**config.mk**
```make
export PLATFORM = sky130hd
export DESIGN_NAME = rgb_led_pattern_sequencer_core
export DESIGN_NICKNAME = d
export VERILOG_FILES = /design/src/hw/rtl/rlps_pkg.sv /design/src/hw/rtl/rlps_ram.sv /design/src/hw/rtl/rlps_datapath.sv /design/src/hw/rtl/rlps_ctrl.sv /design/src/hw/rtl/rgb_led_pattern_sequencer_core.sv
export SDC_FILE = /design/constraint.sdc
export NUM_CORES = 2
export LEC_CHECK = 0
export ABC_AREA = 1
export BUFFER_PORTS_ARGS = -buffer_cell sky130_fd_sc_hd__buf_4
export CAP_MARGIN = 10
export CELL_PAD_IN_SITES_DETAIL_PLACEMENT = 1
export CELL_PAD_IN_SITES_GLOBAL_PLACEMENT = 2
export CORE_MARGIN = 5
export CORE_UTILIZATION = 39
export DETAILED_ROUTE_END_ITERATION = 10
export GPL_TIMING_DRIVEN = 0
export PLACE_DENSITY_LB_ADDON = 0.2
export RECOVER_POWER = 50
export SYNTH_ARGS = -nofsm -noshare
export SYNTH_HDL_FRONTEND = slang
export SYNTH_SLANG_ARGS = --single-unit
```
**constraint.sdc**
```tcl
create_clock -name i_clk -period 5.68 [get_ports i_clk]
set_clock_uncertainty 0.1 [all_clocks]
set_input_delay 1.42 -clock i_clk [delete_from_list [all_inputs] [get_ports i_clk]]
set_output_delay 1.42 -clock i_clk [all_outputs]
set_load 0.01 [all_outputs]
```
**src/hw/rtl/rlps_pkg.sv**
```systemverilog
`timescale 1ns / 1ps

package rlps_pkg;

    // Command codes carried in the op field
    typedef enum logic [2:0] {
        OP_TICK  = 3'd0,
        OP_OFF   = 3'd1,
        OP_SOLID = 3'd2,
        OP_START = 3'd3,
        OP_WRITE = 3'd4
    } t_op;

    typedef struct packed {
        logic [2:0]  op;
        logic [15:0] hue;
        logic [7:0]  repeat_param;
        logic [3:0]  entry_index;
        logic [7:0]  entry_cycles;
        logic [7:0]  entry_on_time;
        logic [7:0]  entry_off_time;
    } t_in_item;

    typedef struct packed {
        logic [15:0] red_pulse;
        logic [15:0] green_pulse;
        logic [15:0] blue_pulse;
        logic        pattern_running;
        logic        lit_phase;
        logic        walk_overrun;
    } t_out_item;

    // One pattern table entry as stored in the RAM
    typedef struct packed {
        logic [7:0]  off_ticks;
        logic [7:0]  on_time;
        logic [7:0]  cycles;
        logic [15:0] hue;
    } t_entry;

    localparam int ENTRY_W = $bits(t_entry);

    // Controller states
    typedef enum logic [3:0] {
        S_IDLE,
        S_DISP,
        S_ADV_RD,
        S_ADV_EVAL,
        S_COL_HUE,
        S_COL_LVL,
        S_COL_MUL,
        S_COL_GAIN,
        S_FINISH
    } t_state;

    // Datapath commands, one per cycle
    typedef enum logic [4:0] {
        DP_NONE,
        DP_CAPTURE,
        DP_COUNT,
        DP_FIRE,
        DP_OFF,
        DP_SOLID,
        DP_START,
        DP_RESUME,
        DP_WRITE,
        DP_READ,
        DP_EVAL,
        DP_OVERRUN,
        DP_COL_HUE,
        DP_COL_LVL,
        DP_COL_MUL,
        DP_COL_GAIN,
        DP_LOAD_OUT
    } t_dp_cmd;

    typedef struct packed {
        t_op  op;
        logic armed;
        logic cd_le1;
        logic running;
        logic lit;
        logic same_param;
        logic walk_done;
        logic ent_cycles_nz;
        logic ent_on_nz;
        logic ent_off_nz;
        logic ch_last;
        logic out_free;
    } t_dp_status;

    localparam logic [15:0] PERIOD_RESET = 16'd1000;
    localparam logic [26:0] HUE_SCALE    = 27'd1536;
    localparam logic [26:0] HUE_ROUND    = 27'h8000;
    localparam logic [10:0] LEVEL_FULL   = 11'd256;
    localparam logic [10:0] SEG_1        = 11'd256;
    localparam logic [10:0] SEG_2        = 11'd512;
    localparam logic [10:0] SEG_3        = 11'd768;
    localparam logic [10:0] SEG_4        = 11'd1024;
    localparam logic [10:0] SEG_5        = 11'd1280;
    localparam logic [10:0] SEG_6        = 11'd1536;
    localparam logic [7:0]  CC_MAX       = 8'd255;
    localparam logic [1:0]  CH_LAST      = 2'd2;

    // Per-channel gains in 1/64 units: red, green, blue
    localparam logic [4:0] CH_GAIN [0:2] = '{5'd20, 5'd8, 5'd12};

endpackage

```
**src/hw/rtl/rlps_ram.sv**
```systemverilog
`timescale 1ns / 1ps

module rlps_ram #(
    parameter int WIDTH = 40,
    parameter int DEPTH = 16
) (
    input  logic                     i_clk,
    input  logic                     i_wr_en,
    input  logic [$clog2(DEPTH)-1:0] i_wr_addr,
    input  logic [WIDTH-1:0]         i_wr_data,
    input  logic                     i_rd_en,
    input  logic [$clog2(DEPTH)-1:0] i_rd_addr,
    output logic [WIDTH-1:0]         o_rd_data
);

    logic [WIDTH-1:0] r_mem [DEPTH];
    logic [WIDTH-1:0] r_rd_data;

    always_ff @(posedge i_clk) begin
        if (i_wr_en) begin
            r_mem[i_wr_addr] <= i_wr_data;
        end
        if (i_rd_en) begin
            r_rd_data <= r_mem[i_rd_addr];
        end
    end

    assign o_rd_data = r_rd_data;

endmodule

```
**src/hw/rtl/rlps_datapath.sv**
```systemverilog
`timescale 1ns / 1ps

module rlps_datapath #(
    parameter int TABLE_DEPTH     = 16,
    parameter int SENTINEL_CYCLES = 255,
    parameter int WALK_LIMIT      = 32
) (
    input  logic                i_clk,
    input  logic                i_rst_n,
    input  rlps_pkg::t_dp_cmd   i_cmd,
    output rlps_pkg::t_dp_status o_status,
    input  logic                i_cfg_wr_en,
    input  logic [15:0]         i_cfg_wr_data,
    input  rlps_pkg::t_in_item  i_in_data,
    output logic                o_out_valid,
    input  logic                i_out_stall,
    output rlps_pkg::t_out_item o_out_data
);

    localparam int SLOT_W  = $clog2(TABLE_DEPTH);
    localparam int IDX_W   = (SLOT_W > 4) ? SLOT_W : 4;
    localparam int WALK_W  = $clog2(WALK_LIMIT + 1);

    // Architectural state
    rlps_pkg::t_in_item  r_in;
    logic [15:0]         r_period;
    logic                r_running;
    logic [SLOT_W-1:0]   r_slot;
    logic [7:0]          r_cc;
    logic [7:0]          r_held;
    logic                r_lit;
    logic [7:0]          r_countdown;
    logic                r_armed;
    logic [15:0]         r_pulse [0:2];
    logic [WALK_W-1:0]   r_walk;
    logic                r_overrun;

    // Color pipeline
    logic [15:0]         r_col_hue;
    logic [10:0]         r_wheel;
    logic [8:0]          r_lvl [0:2];
    logic [1:0]          r_ch;
    logic [24:0]         r_prod;

    rlps_pkg::t_out_item r_out;
    logic                r_out_valid;

    // Table RAM
    logic [rlps_pkg::ENTRY_W-1:0] rd_data;
    rlps_pkg::t_entry             ent;
    rlps_pkg::t_entry             wr_ent;
    logic [IDX_W-1:0]             idx_ext;
    logic                         wr_ok;

    // Walk step
    logic [7:0]          lim;
    logic [7:0]          cc_inc;
    logic                cc_hit;
    logic [SLOT_W:0]     slot_inc;
    logic [SLOT_W-1:0]   slot_next;

    // Color
    logic [26:0]         wheel_sum;
    logic [10:0]         lv_r, lv_g, lv_b;
    logic [21:0]         gain_prod;

    assign ent     = rlps_pkg::t_entry'(rd_data);
    assign idx_ext = IDX_W'(r_in.entry_index);
    assign wr_ok   = (i_cmd == rlps_pkg::DP_WRITE) && (32'(r_in.entry_index) < TABLE_DEPTH);
    assign wr_ent  = '{off_ticks: r_in.entry_off_time, on_time: r_in.entry_on_time,
                       cycles: r_in.entry_cycles, hue: r_in.hue};

    rlps_ram #(
        .WIDTH (rlps_pkg::ENTRY_W),
        .DEPTH (TABLE_DEPTH)
    ) u_table (
        .i_clk     (i_clk),
        .i_wr_en   (wr_ok),
        .i_wr_addr (idx_ext[SLOT_W-1:0]),
        .i_wr_data (wr_ent),
        .i_rd_en   (i_cmd == rlps_pkg::DP_READ),
        .i_rd_addr (r_slot),
        .o_rd_data (rd_data)
    );

    assign lim       = (ent.cycles == 8'(SENTINEL_CYCLES)) ? r_held : ent.cycles;
    assign cc_inc    = (r_cc < rlps_pkg::CC_MAX) ? r_cc + 8'd1 : r_cc;
    assign cc_hit    = cc_inc >= lim;
    assign slot_inc  = {1'b0, r_slot} + (SLOT_W+1)'(1);
    assign slot_next = (slot_inc >= (SLOT_W+1)'(TABLE_DEPTH)) ? '0 : slot_inc[SLOT_W-1:0];

    // Hue onto a 0..1536 wheel, rounded
    assign wheel_sum = 27'(r_col_hue) * rlps_pkg::HUE_SCALE + rlps_pkg::HUE_ROUND;

    // Six-segment wheel to RGB levels
    always_comb begin
        lv_r = '0;
        lv_g = '0;
        lv_b = '0;
        if (r_wheel < rlps_pkg::SEG_2) begin
            if (r_wheel < rlps_pkg::SEG_1) begin
                lv_g = r_wheel;
                lv_r = rlps_pkg::LEVEL_FULL;
            end else begin
                lv_r = rlps_pkg::SEG_2 - r_wheel;
                lv_g = rlps_pkg::LEVEL_FULL;
            end
        end else if (r_wheel < rlps_pkg::SEG_4) begin
            if (r_wheel < rlps_pkg::SEG_3) begin
                lv_b = r_wheel - rlps_pkg::SEG_2;
                lv_g = rlps_pkg::LEVEL_FULL;
            end else begin
                lv_g = rlps_pkg::SEG_4 - r_wheel;
                lv_b = rlps_pkg::LEVEL_FULL;
            end
        end else begin
            if (r_wheel < rlps_pkg::SEG_5) begin
                lv_r = r_wheel - rlps_pkg::SEG_4;
                lv_b = rlps_pkg::LEVEL_FULL;
            end else begin
                lv_b = rlps_pkg::SEG_6 - r_wheel;
                lv_r = rlps_pkg::LEVEL_FULL;
            end
        end
    end

    assign gain_prod = 22'(r_prod[24:8]) * 22'(rlps_pkg::CH_GAIN[r_ch]);

    // Control state
    always_ff @(posedge i_clk) begin
        if (!i_rst_n) begin
            r_period    <= rlps_pkg::PERIOD_RESET;
            r_running   <= 1'b0;
            r_slot      <= '0;
            r_cc        <= '0;
            r_held      <= '0;
            r_lit       <= 1'b0;
            r_countdown <= '0;
            r_armed     <= 1'b0;
            r_pulse     <= '{16'd0, 16'd0, 16'd0};
            r_walk      <= '0;
            r_overrun   <= 1'b0;
            r_ch        <= '0;
            r_out_valid <= 1'b0;
        end else begin
            if (i_cfg_wr_en) begin
                r_period <= i_cfg_wr_data;
            end
            unique case (i_cmd)
                rlps_pkg::DP_CAPTURE: begin
                    r_overrun <= 1'b0;
                end
                rlps_pkg::DP_COUNT: begin
                    r_countdown <= r_countdown - 8'd1;
                end
                rlps_pkg::DP_FIRE: begin
                    r_armed     <= 1'b0;
                    r_countdown <= '0;
                    r_walk      <= '0;
                    if (!r_running && r_lit) begin
                        r_pulse <= '{16'd0, 16'd0, 16'd0};
                    end
                end
                rlps_pkg::DP_OFF: begin
                    r_running <= 1'b0;
                    r_lit     <= 1'b0;
                    r_pulse   <= '{16'd0, 16'd0, 16'd0};
                end
                rlps_pkg::DP_SOLID: begin
                    r_running <= 1'b0;
                    r_lit     <= 1'b0;
                end
                rlps_pkg::DP_START: begin
                    r_running <= 1'b1;
                    r_held    <= r_in.repeat_param;
                    r_slot    <= '0;
                    r_cc      <= '0;
                    r_lit     <= 1'b0;
                    r_walk    <= '0;
                end
                rlps_pkg::DP_RESUME: begin
                    if (!r_lit) begin
                        r_pulse <= '{16'd0, 16'd0, 16'd0};
                    end
                end
                rlps_pkg::DP_EVAL: begin
                    r_walk <= r_walk + WALK_W'(1);
                    if (!r_lit) begin
                        if (ent.cycles != 8'd0) begin
                            r_lit       <= 1'b1;
                            r_armed     <= 1'b1;
                            r_countdown <= ent.on_time;
                        end else if (ent.on_time == 8'd0) begin
                            r_slot <= '0;
                            r_cc   <= '0;
                            if (ent.off_ticks != 8'd0) begin
                                r_armed     <= 1'b1;
                                r_countdown <= ent.off_ticks;
                            end
                        end
                    end else begin
                        if (cc_hit) begin
                            r_slot <= slot_next;
                            r_cc   <= '0;
                        end else begin
                            r_cc <= cc_inc;
                        end
                        r_lit <= 1'b0;
                        if (ent.off_ticks != 8'd0) begin
                            r_pulse     <= '{16'd0, 16'd0, 16'd0};
                            r_armed     <= 1'b1;
                            r_countdown <= ent.off_ticks;
                        end
                    end
                end
                rlps_pkg::DP_OVERRUN: begin
                    r_overrun <= 1'b1;
                end
                rlps_pkg::DP_COL_LVL: begin
                    r_ch <= '0;
                end
                rlps_pkg::DP_COL_GAIN: begin
                    r_pulse[r_ch] <= gain_prod[21:6];
                    r_ch          <= r_ch + 2'd1;
                end
                default: begin
                end
            endcase
            if (i_cmd == rlps_pkg::DP_LOAD_OUT) begin
                r_out_valid <= 1'b1;
            end else if (r_out_valid && !i_out_stall) begin
                r_out_valid <= 1'b0;
            end
        end
    end

    // Payload registers
    always_ff @(posedge i_clk) begin
        unique case (i_cmd)
            rlps_pkg::DP_CAPTURE: begin
                r_in <= i_in_data;
            end
            rlps_pkg::DP_SOLID: begin
                r_col_hue <= r_in.hue;
            end
            rlps_pkg::DP_EVAL: begin
                r_col_hue <= ent.hue;
            end
            rlps_pkg::DP_COL_HUE: begin
                r_wheel <= wheel_sum[26:16];
            end
            rlps_pkg::DP_COL_LVL: begin
                r_lvl[0] <= lv_r[8:0];
                r_lvl[1] <= lv_g[8:0];
                r_lvl[2] <= lv_b[8:0];
            end
            rlps_pkg::DP_COL_MUL: begin
                r_prod <= 25'(r_lvl[r_ch]) * 25'(r_period);
            end
            rlps_pkg::DP_LOAD_OUT: begin
                r_out <= '{red_pulse: r_pulse[0], green_pulse: r_pulse[1],
                           blue_pulse: r_pulse[2], pattern_running: r_running,
                           lit_phase: r_lit, walk_overrun: r_overrun};
            end
            default: begin
            end
        endcase
    end

    assign o_status = '{
        op:            rlps_pkg::t_op'(r_in.op),
        armed:         r_armed,
        cd_le1:        (r_countdown <= 8'd1),
        running:       r_running,
        lit:           r_lit,
        same_param:    (r_held == r_in.repeat_param),
        walk_done:     (r_walk == WALK_W'(WALK_LIMIT)),
        ent_cycles_nz: (ent.cycles != 8'd0),
        ent_on_nz:     (ent.on_time != 8'd0),
        ent_off_nz:    (ent.off_ticks != 8'd0),
        ch_last:       (r_ch == rlps_pkg::CH_LAST),
        out_free:      (!r_out_valid || !i_out_stall)
    };

    assign o_out_valid = r_out_valid;
    assign o_out_data  = r_out;

endmodule

```
**src/hw/rtl/rlps_ctrl.sv**
```systemverilog
`timescale 1ns / 1ps

module rlps_ctrl (
    input  logic                 i_clk,
    input  logic                 i_rst_n,
    input  logic                 i_in_valid,
    output logic                 o_in_stall,
    input  rlps_pkg::t_dp_status i_status,
    output rlps_pkg::t_dp_cmd    o_cmd
);

    rlps_pkg::t_state r_state;
    rlps_pkg::t_state n_state;

    always_ff @(posedge i_clk) begin
        if (!i_rst_n) begin
            r_state <= rlps_pkg::S_IDLE;
        end else begin
            r_state <= n_state;
        end
    end

    // Next state
    always_comb begin
        n_state = r_state;
        unique case (r_state)
            rlps_pkg::S_IDLE: begin
                if (i_in_valid) begin
                    n_state = rlps_pkg::S_DISP;
                end
            end
            rlps_pkg::S_DISP: begin
                n_state = rlps_pkg::S_FINISH;
                case (i_status.op)
                    rlps_pkg::OP_TICK: begin
                        if (i_status.armed && i_status.cd_le1 && i_status.running) begin
                            n_state = rlps_pkg::S_ADV_RD;
                        end
                    end
                    rlps_pkg::OP_SOLID: begin
                        n_state = rlps_pkg::S_COL_HUE;
                    end
                    rlps_pkg::OP_START: begin
                        if (!i_status.running || !i_status.same_param) begin
                            n_state = rlps_pkg::S_ADV_RD;
                        end
                    end
                    default: begin
                    end
                endcase
            end
            rlps_pkg::S_ADV_RD: begin
                n_state = i_status.walk_done ? rlps_pkg::S_FINISH : rlps_pkg::S_ADV_EVAL;
            end
            rlps_pkg::S_ADV_EVAL: begin
                if (!i_status.lit) begin
                    priority if (i_status.ent_cycles_nz) begin
                        n_state = rlps_pkg::S_COL_HUE;
                    end else if (i_status.ent_on_nz || i_status.ent_off_nz) begin
                        n_state = rlps_pkg::S_FINISH;
                    end else begin
                        n_state = rlps_pkg::S_ADV_RD;
                    end
                end else begin
                    n_state = i_status.ent_off_nz ? rlps_pkg::S_FINISH : rlps_pkg::S_ADV_RD;
                end
            end
            rlps_pkg::S_COL_HUE:  n_state = rlps_pkg::S_COL_LVL;
            rlps_pkg::S_COL_LVL:  n_state = rlps_pkg::S_COL_MUL;
            rlps_pkg::S_COL_MUL:  n_state = rlps_pkg::S_COL_GAIN;
            rlps_pkg::S_COL_GAIN: begin
                n_state = i_status.ch_last ? rlps_pkg::S_FINISH : rlps_pkg::S_COL_MUL;
            end
            rlps_pkg::S_FINISH: begin
                if (i_status.out_free) begin
                    n_state = rlps_pkg::S_IDLE;
                end
            end
            default: n_state = rlps_pkg::S_IDLE;
        endcase
    end

    // Outputs
    always_comb begin
        o_cmd      = rlps_pkg::DP_NONE;
        o_in_stall = (r_state != rlps_pkg::S_IDLE);
        unique case (r_state)
            rlps_pkg::S_IDLE: begin
                if (i_in_valid) begin
                    o_cmd = rlps_pkg::DP_CAPTURE;
                end
            end
            rlps_pkg::S_DISP: begin
                case (i_status.op)
                    rlps_pkg::OP_TICK: begin
                        if (i_status.armed) begin
                            o_cmd = i_status.cd_le1 ? rlps_pkg::DP_FIRE : rlps_pkg::DP_COUNT;
                        end
                    end
                    rlps_pkg::OP_OFF:   o_cmd = rlps_pkg::DP_OFF;
                    rlps_pkg::OP_SOLID: o_cmd = rlps_pkg::DP_SOLID;
                    rlps_pkg::OP_START: begin
                        o_cmd = (!i_status.running || !i_status.same_param) ?
                                rlps_pkg::DP_START : rlps_pkg::DP_RESUME;
                    end
                    rlps_pkg::OP_WRITE: o_cmd = rlps_pkg::DP_WRITE;
                    default:            o_cmd = rlps_pkg::DP_NONE;
                endcase
            end
            rlps_pkg::S_ADV_RD: begin
                o_cmd = i_status.walk_done ? rlps_pkg::DP_OVERRUN : rlps_pkg::DP_READ;
            end
            rlps_pkg::S_ADV_EVAL: o_cmd = rlps_pkg::DP_EVAL;
            rlps_pkg::S_COL_HUE:  o_cmd = rlps_pkg::DP_COL_HUE;
            rlps_pkg::S_COL_LVL:  o_cmd = rlps_pkg::DP_COL_LVL;
            rlps_pkg::S_COL_MUL:  o_cmd = rlps_pkg::DP_COL_MUL;
            rlps_pkg::S_COL_GAIN: o_cmd = rlps_pkg::DP_COL_GAIN;
            rlps_pkg::S_FINISH: begin
                if (i_status.out_free) begin
                    o_cmd = rlps_pkg::DP_LOAD_OUT;
                end
            end
            default: o_cmd = rlps_pkg::DP_NONE;
        endcase
    end

endmodule

```
**src/hw/rtl/rgb_led_pattern_sequencer_core.sv**
```systemverilog
`timescale 1ns / 1ps
// RGB status LED pattern sequencer.
// Input channel (i_in_valid / o_in_stall / i_in_data) takes one command
// transaction: tick, off, solid hue, start pattern or write table entry.
// Output channel (o_out_valid / i_out_stall / o_out_data) returns exactly one
// transaction per command: the three PWM pulse widths plus running, lit and
// walk-overrun flags. i_cfg_wr_en / i_cfg_wr_data set the PWM period.
// From accept to result valid: tick, off, write and resume go from dispatch
// to the result load; solid hue adds the color steps; start and a tick that
// fires while running walk the table, plus the color steps if an entry lights
// the LED. The walk visits at most WALK_LIMIT entries; each visit costs a
// registered table read plus an evaluate step, and the color path runs its
// shared multipliers over the three channels in turn. Items are handled one
// at a time; the next one is taken in the cycle after the result is loaded.
// Reset (synchronous, active low) clears the pattern state and pulses, sets
// the period to 1000 and empties the output register; the table is not
// cleared and must be written before a pattern reads it.
// A stalled result holds in the output register; one further command can be
// accepted meanwhile, but its result waits until the register is free.

module rgb_led_pattern_sequencer_core #(
    parameter int TABLE_DEPTH     = 16,
    parameter int SENTINEL_CYCLES = 255,
    parameter int WALK_LIMIT      = 32
) (
    input  logic                i_clk,
    input  logic                i_rst_n,
    input  logic                i_cfg_wr_en,
    input  logic [15:0]         i_cfg_wr_data,
    input  logic                i_in_valid,
    output logic                o_in_stall,
    input  rlps_pkg::t_in_item  i_in_data,
    output logic                o_out_valid,
    input  logic                i_out_stall,
    output rlps_pkg::t_out_item o_out_data
);

    // Controller <-> datapath
    rlps_pkg::t_dp_cmd    dp_cmd;
    rlps_pkg::t_dp_status dp_status;

    // Sequencing: dispatch, table walk, color steps, result load
    rlps_ctrl u_ctrl (
        .i_clk      (i_clk),
        .i_rst_n    (i_rst_n),
        .i_in_valid (i_in_valid),
        .o_in_stall (o_in_stall),
        .i_status   (dp_status),
        .o_cmd      (dp_cmd)
    );

    // State registers, pattern table, color math and output register
    rlps_datapath #(
        .TABLE_DEPTH     (TABLE_DEPTH),
        .SENTINEL_CYCLES (SENTINEL_CYCLES),
        .WALK_LIMIT      (WALK_LIMIT)
    ) u_dp (
        .i_clk         (i_clk),
        .i_rst_n       (i_rst_n),
        .i_cmd         (dp_cmd),
        .o_status      (dp_status),
        .i_cfg_wr_en   (i_cfg_wr_en),
        .i_cfg_wr_data (i_cfg_wr_data),
        .i_in_data     (i_in_data),
        .o_out_valid   (o_out_valid),
        .i_out_stall   (i_out_stall),
        .o_out_data    (o_out_data)
    );

endmodule

```
==> results.py <==
metrics = {
    "die": {
        "die_x_microns": 347.9,
        "start_util": 0.3911,
        "die_h_microns": 347.9,
        "row_count": 124,
        "core_area_sq_mm": 0.1139,
        "dieArea_sq_mm": 0.1210,
        "io_pins": 129,
    },
    "power_and_ir_drop": {
        "p_per_area_mw_per_mm2": 336.8,
        "total_power_mw": 17.42,
        "ir_drop_mv": 0.2507,
        "leakagePower_nw": 18.77,
    },
    "status": {
        "status": "complete, but fails checks",
        "violations": "max-capacitance violations, max-slew violations",
    },
    "global_routing": {
        "met2_usage": 0.4026,
        "grt.total_usage": 0.2321,
        "grt-ovfl-total": 0,
        "grt_max_degree": 34,
        "antenna_found_initial": 3,
        "grt_pass1_wl_mm": 210.8,
        "met1_usage": 0.3012,
        "grt_pass1_vias": 32520,
        "met3_usage": 0.03631,
        "busiest_layer": "met2",
    },
    "routing": {
        "finalWirelength_mm": 143.3,
        "vias": 31250,
        "firstDrtPassIters": 5,
        "drc": 0,
        "ant_nets": 0,
        "avgViaCountPerCell": 5.434,
        "wl_per_cell_microns": 24.91,
        "drt_iter0_markers": 2570,
    },
    "setup_path": {
        "end_kind": "flip-flop",
        "cp.required_ns": 6.01,
        "cp_max_fo": 10,
        "worstSetupPathType": "reg2reg",
        "critical_path.startpoint_type": "flip-flop",
        "critPathArrivalTime_ns": 5.71,
    },
    "cts": {
        "clk_pin_slew_worst_paths_ns": 0.06,
        "cts_max_path_buffers": 3,
        "numCtsBuffers": 105,
        "cts_tree": "yes",
        "cts_sinks": 968,
        "clk-insertion-delay-late_ns": 0.71,
        "cts.htree.levels": 3,
        "clockRootBuffer": "clkbuf_16",
        "cts_hold_buf": 0,
    },
    "placed_design": {
        "io_buffers": 128,
        "place.gp.congestion": 0.8013,
        "post-dp-hpwl_mm": 101.1,
        "dp_slack_ns": -0.5703,
    },
    "job": {
        "max_cap_violations": 4,
    },
    "finish": {
        "nFillCells": 12110,
        "nets": 4467,
        "layout-drive-gt1-share": 0.1031,
        "syn_to_final_growth_pct": 16.13,
    },
    "synth": {
        "syn_area_sq_mm": 0.04453,
        "avgSynthCellArea_sq_um": 11.48,
        "ys_ff_latch": 968,
        "yosysUniqueCellTypes": 58,
        "synth.largest_area_cell": "edfxtp_1",
        "yosys-top-cells-area": "edfxtp_1 (58%), fa_1 (5.2%), dfxtp_1 (5.0%)",
        "netlist_instances": 3878,
        "synth-edff-count": 857,
        "synthFlopType": "edfxtp_1",
        "synth_warnings": 0,
        "synth_nets": 4190,
        "synth_top_area_frac": 0.5779,
        "synth_seq_area_share": 0.6278,
        "synthArstFlopShare": 0,
    },
    "timing": {
        "hold_viol": 0,
        "period_minus_slack_ns": 5.379,
        "worst_pin_slew_ns": 1.897,
        "timing.final.ws_setup_ns": 0.3009,
        "slew_viol_final": 105,
        "relSlewSlack": -0.2645,
        "fin_crit_sh": 0.9470,
        "grt_setup_unrepaired": "yes",
        "max_freq_mhz": 185.9,
        "setup_viol": 0,
    },
    "hold_path": {
        "hold_class": "reg2reg",
    },
}
==> path summary, 6_finish.rpt <==
check	startpoint	to	slack [ns]	depth (start not counted)
max reg2reg	flip-flop	u_dp.r_prod[24]	0.30	22
min	u_dp.r_pulse[28]	u_dp.o_out_data[31]	0.33	0
min reg2reg	u_dp.r_pulse[28]	u_dp.o_out_data[31]	0.33	0
max	flip-flop	u_dp.r_prod[24]	0.30	22
==> placed cells by master, fill, tap and decap left out, types with 39 or more instances in the layout <==
cell         n
clkbuf_1   195
o21ai_0    417
clkbuf_4    44
nor2_1     512
inv_1      299
nand3_1     94
fa_1       115
nand2_1    528
o221ai_1   113
o211ai_1    51
a21oi_1    151
clkbuf_16  108
xor2_1      39
dfxtp_1    111
edfxtp_1   857
ha_1       121
buf_4       79
o22ai_1     65
==> cell usage after synthesis (26+ instances only) <==
library cell,n
dfxtp_1,111
nand2_2,26
a21oi_1,153
nand3_1,94
xor2_1,39
inv_1,301
nand2_1,527
nand4_1,26
o211ai_1,51
clkbuf_1,161
ha_1,121
nor2_1,526
edfxtp_1,857
o221ai_1,113
fa_1,115
o22ai_1,65
o21ai_0,417
==> stage by stage <==
| step | cell area [sq um] | hold slack, ns | TNS [ns] | std cells | util |
|---|---|---|---|---|---|
| finish | 51720 | 0.3314 | 0 | 5751 | 0.4541 |
| detailed placement | 48310 | 0.3165 | -4.830 | 5560 | 0.4242 |
| CTS | 51840 | 0.3306 | 0 | 5748 | 0.4552 |
| floorplan | 44530 | 0.3019 | 0 | 3878 | - |
| global placement | 47390 | 0.3139 | -696.70 | 5518 | 0.4161 |
| global route | 51710 | 0.3408 | -0.002322 | 5750 | 0.4541 |
==> layer usage <==
| layer | part of all wire | routed length (microns) |
|---|---|---|
| met5 | 0.000091 | 13 |
| met2 | 0.49 | 70890 |
| met1 | 0.43 | 60980 |
| met3 | 0.051 | 7283 |
| met4 | 0.029 | 4092 |
==> cell families (layout without fill, tap and decap cells) <==
| logic type | count (synthesis) | in the layout | share of synthesized area |
|---|---|---|---|
| simple gates | 1267 | 1267 | 0.1183 |
| flops | 968 | 968 | 0.6278 |
| xor+xnor | 54 | 54 | 0.01062 |
| compound gates | 860 | 860 | 0.1146 |
| buf+inv | 492 | 852 | 0.04271 |
| fa+ha+maj | 236 | 236 | 0.08569 |
| other cells | 0 | 1 | 0 |
| mux | 1 | 1 | 0.0002528 |
==> flip-flops by register name, indices dropped and copies added (netlist names), 6 cells and up, named ones only <==
register and count:
u_dp.r_in 48, u_dp.r_prod 17, u_dp.u_table.r_mem 640, u_dp.r_col_hue 16, u_dp.r_lvl 27, u_dp.r_period 16, u_dp.r_countdown 8, u_dp.r_cc 8
u_dp.r_pulse 48, u_dp.r_walk 6, u_dp.r_wheel 11, u_dp.r_held 8, u_dp.u_table.o_rd_data 40, u_dp.o_out_data 51
==> timing repair <==
item | CTS | global route
buffers inserted | 0 | 3
resized for setup | 24 | 14
endpoints found under the setup margin | 13 | 16
pin swaps | 0 | 1
==> power breakdown <==
| group | switching (mW) | leakage (nW) | internal [mW] |
|---|---|---|---|
| combinational | 1.41 | 8.44 | 0.732 |
| clock | 2.89 | 1.67 | 4.03 |
| sequential | 0.255 | 8.66 | 8.10 |
==> worst max-delay path: stages, from the launching register on <==
cell,delay (ns)
dfxtp_1,0.39
inv_2,0.11
buf_4,0.21
o21ai_2,0.38
clkbuf_2,0.33
nor2_1,0.08
fa_1,0.48
inv_1,0.06
fa_1,0.48
inv_1,0.05
fa_1,0.50
inv_1,0.06
fa_1,0.47
inv_1,0.04
ha_1,0.36
nand2_1,0.14
inv_1,0.07
a21boi_1,0.21
nor2_1,0.08
a211oi_1,0.27
nand2_1,0.11
nand2_1,0.07
nand2_1,0.06
==> area by class of cell <==
cell class,count,area [sq um],area share
diodes,1,2.502,0.00004839
plain buffers,176,737.0,0.01425
clock buffers,136,2878,0.05565
clock inverters,54,583.1,0.01127
inverters,312,1180,0.02281
multi-input cells,2418,14850,0.2872
flip-flops and latches,968,27960,0.5406
well taps,1512,1892,0.03658
repair buffers,174,1637,0.03165
Note: power is estimated with default switching activity, not from simulation.
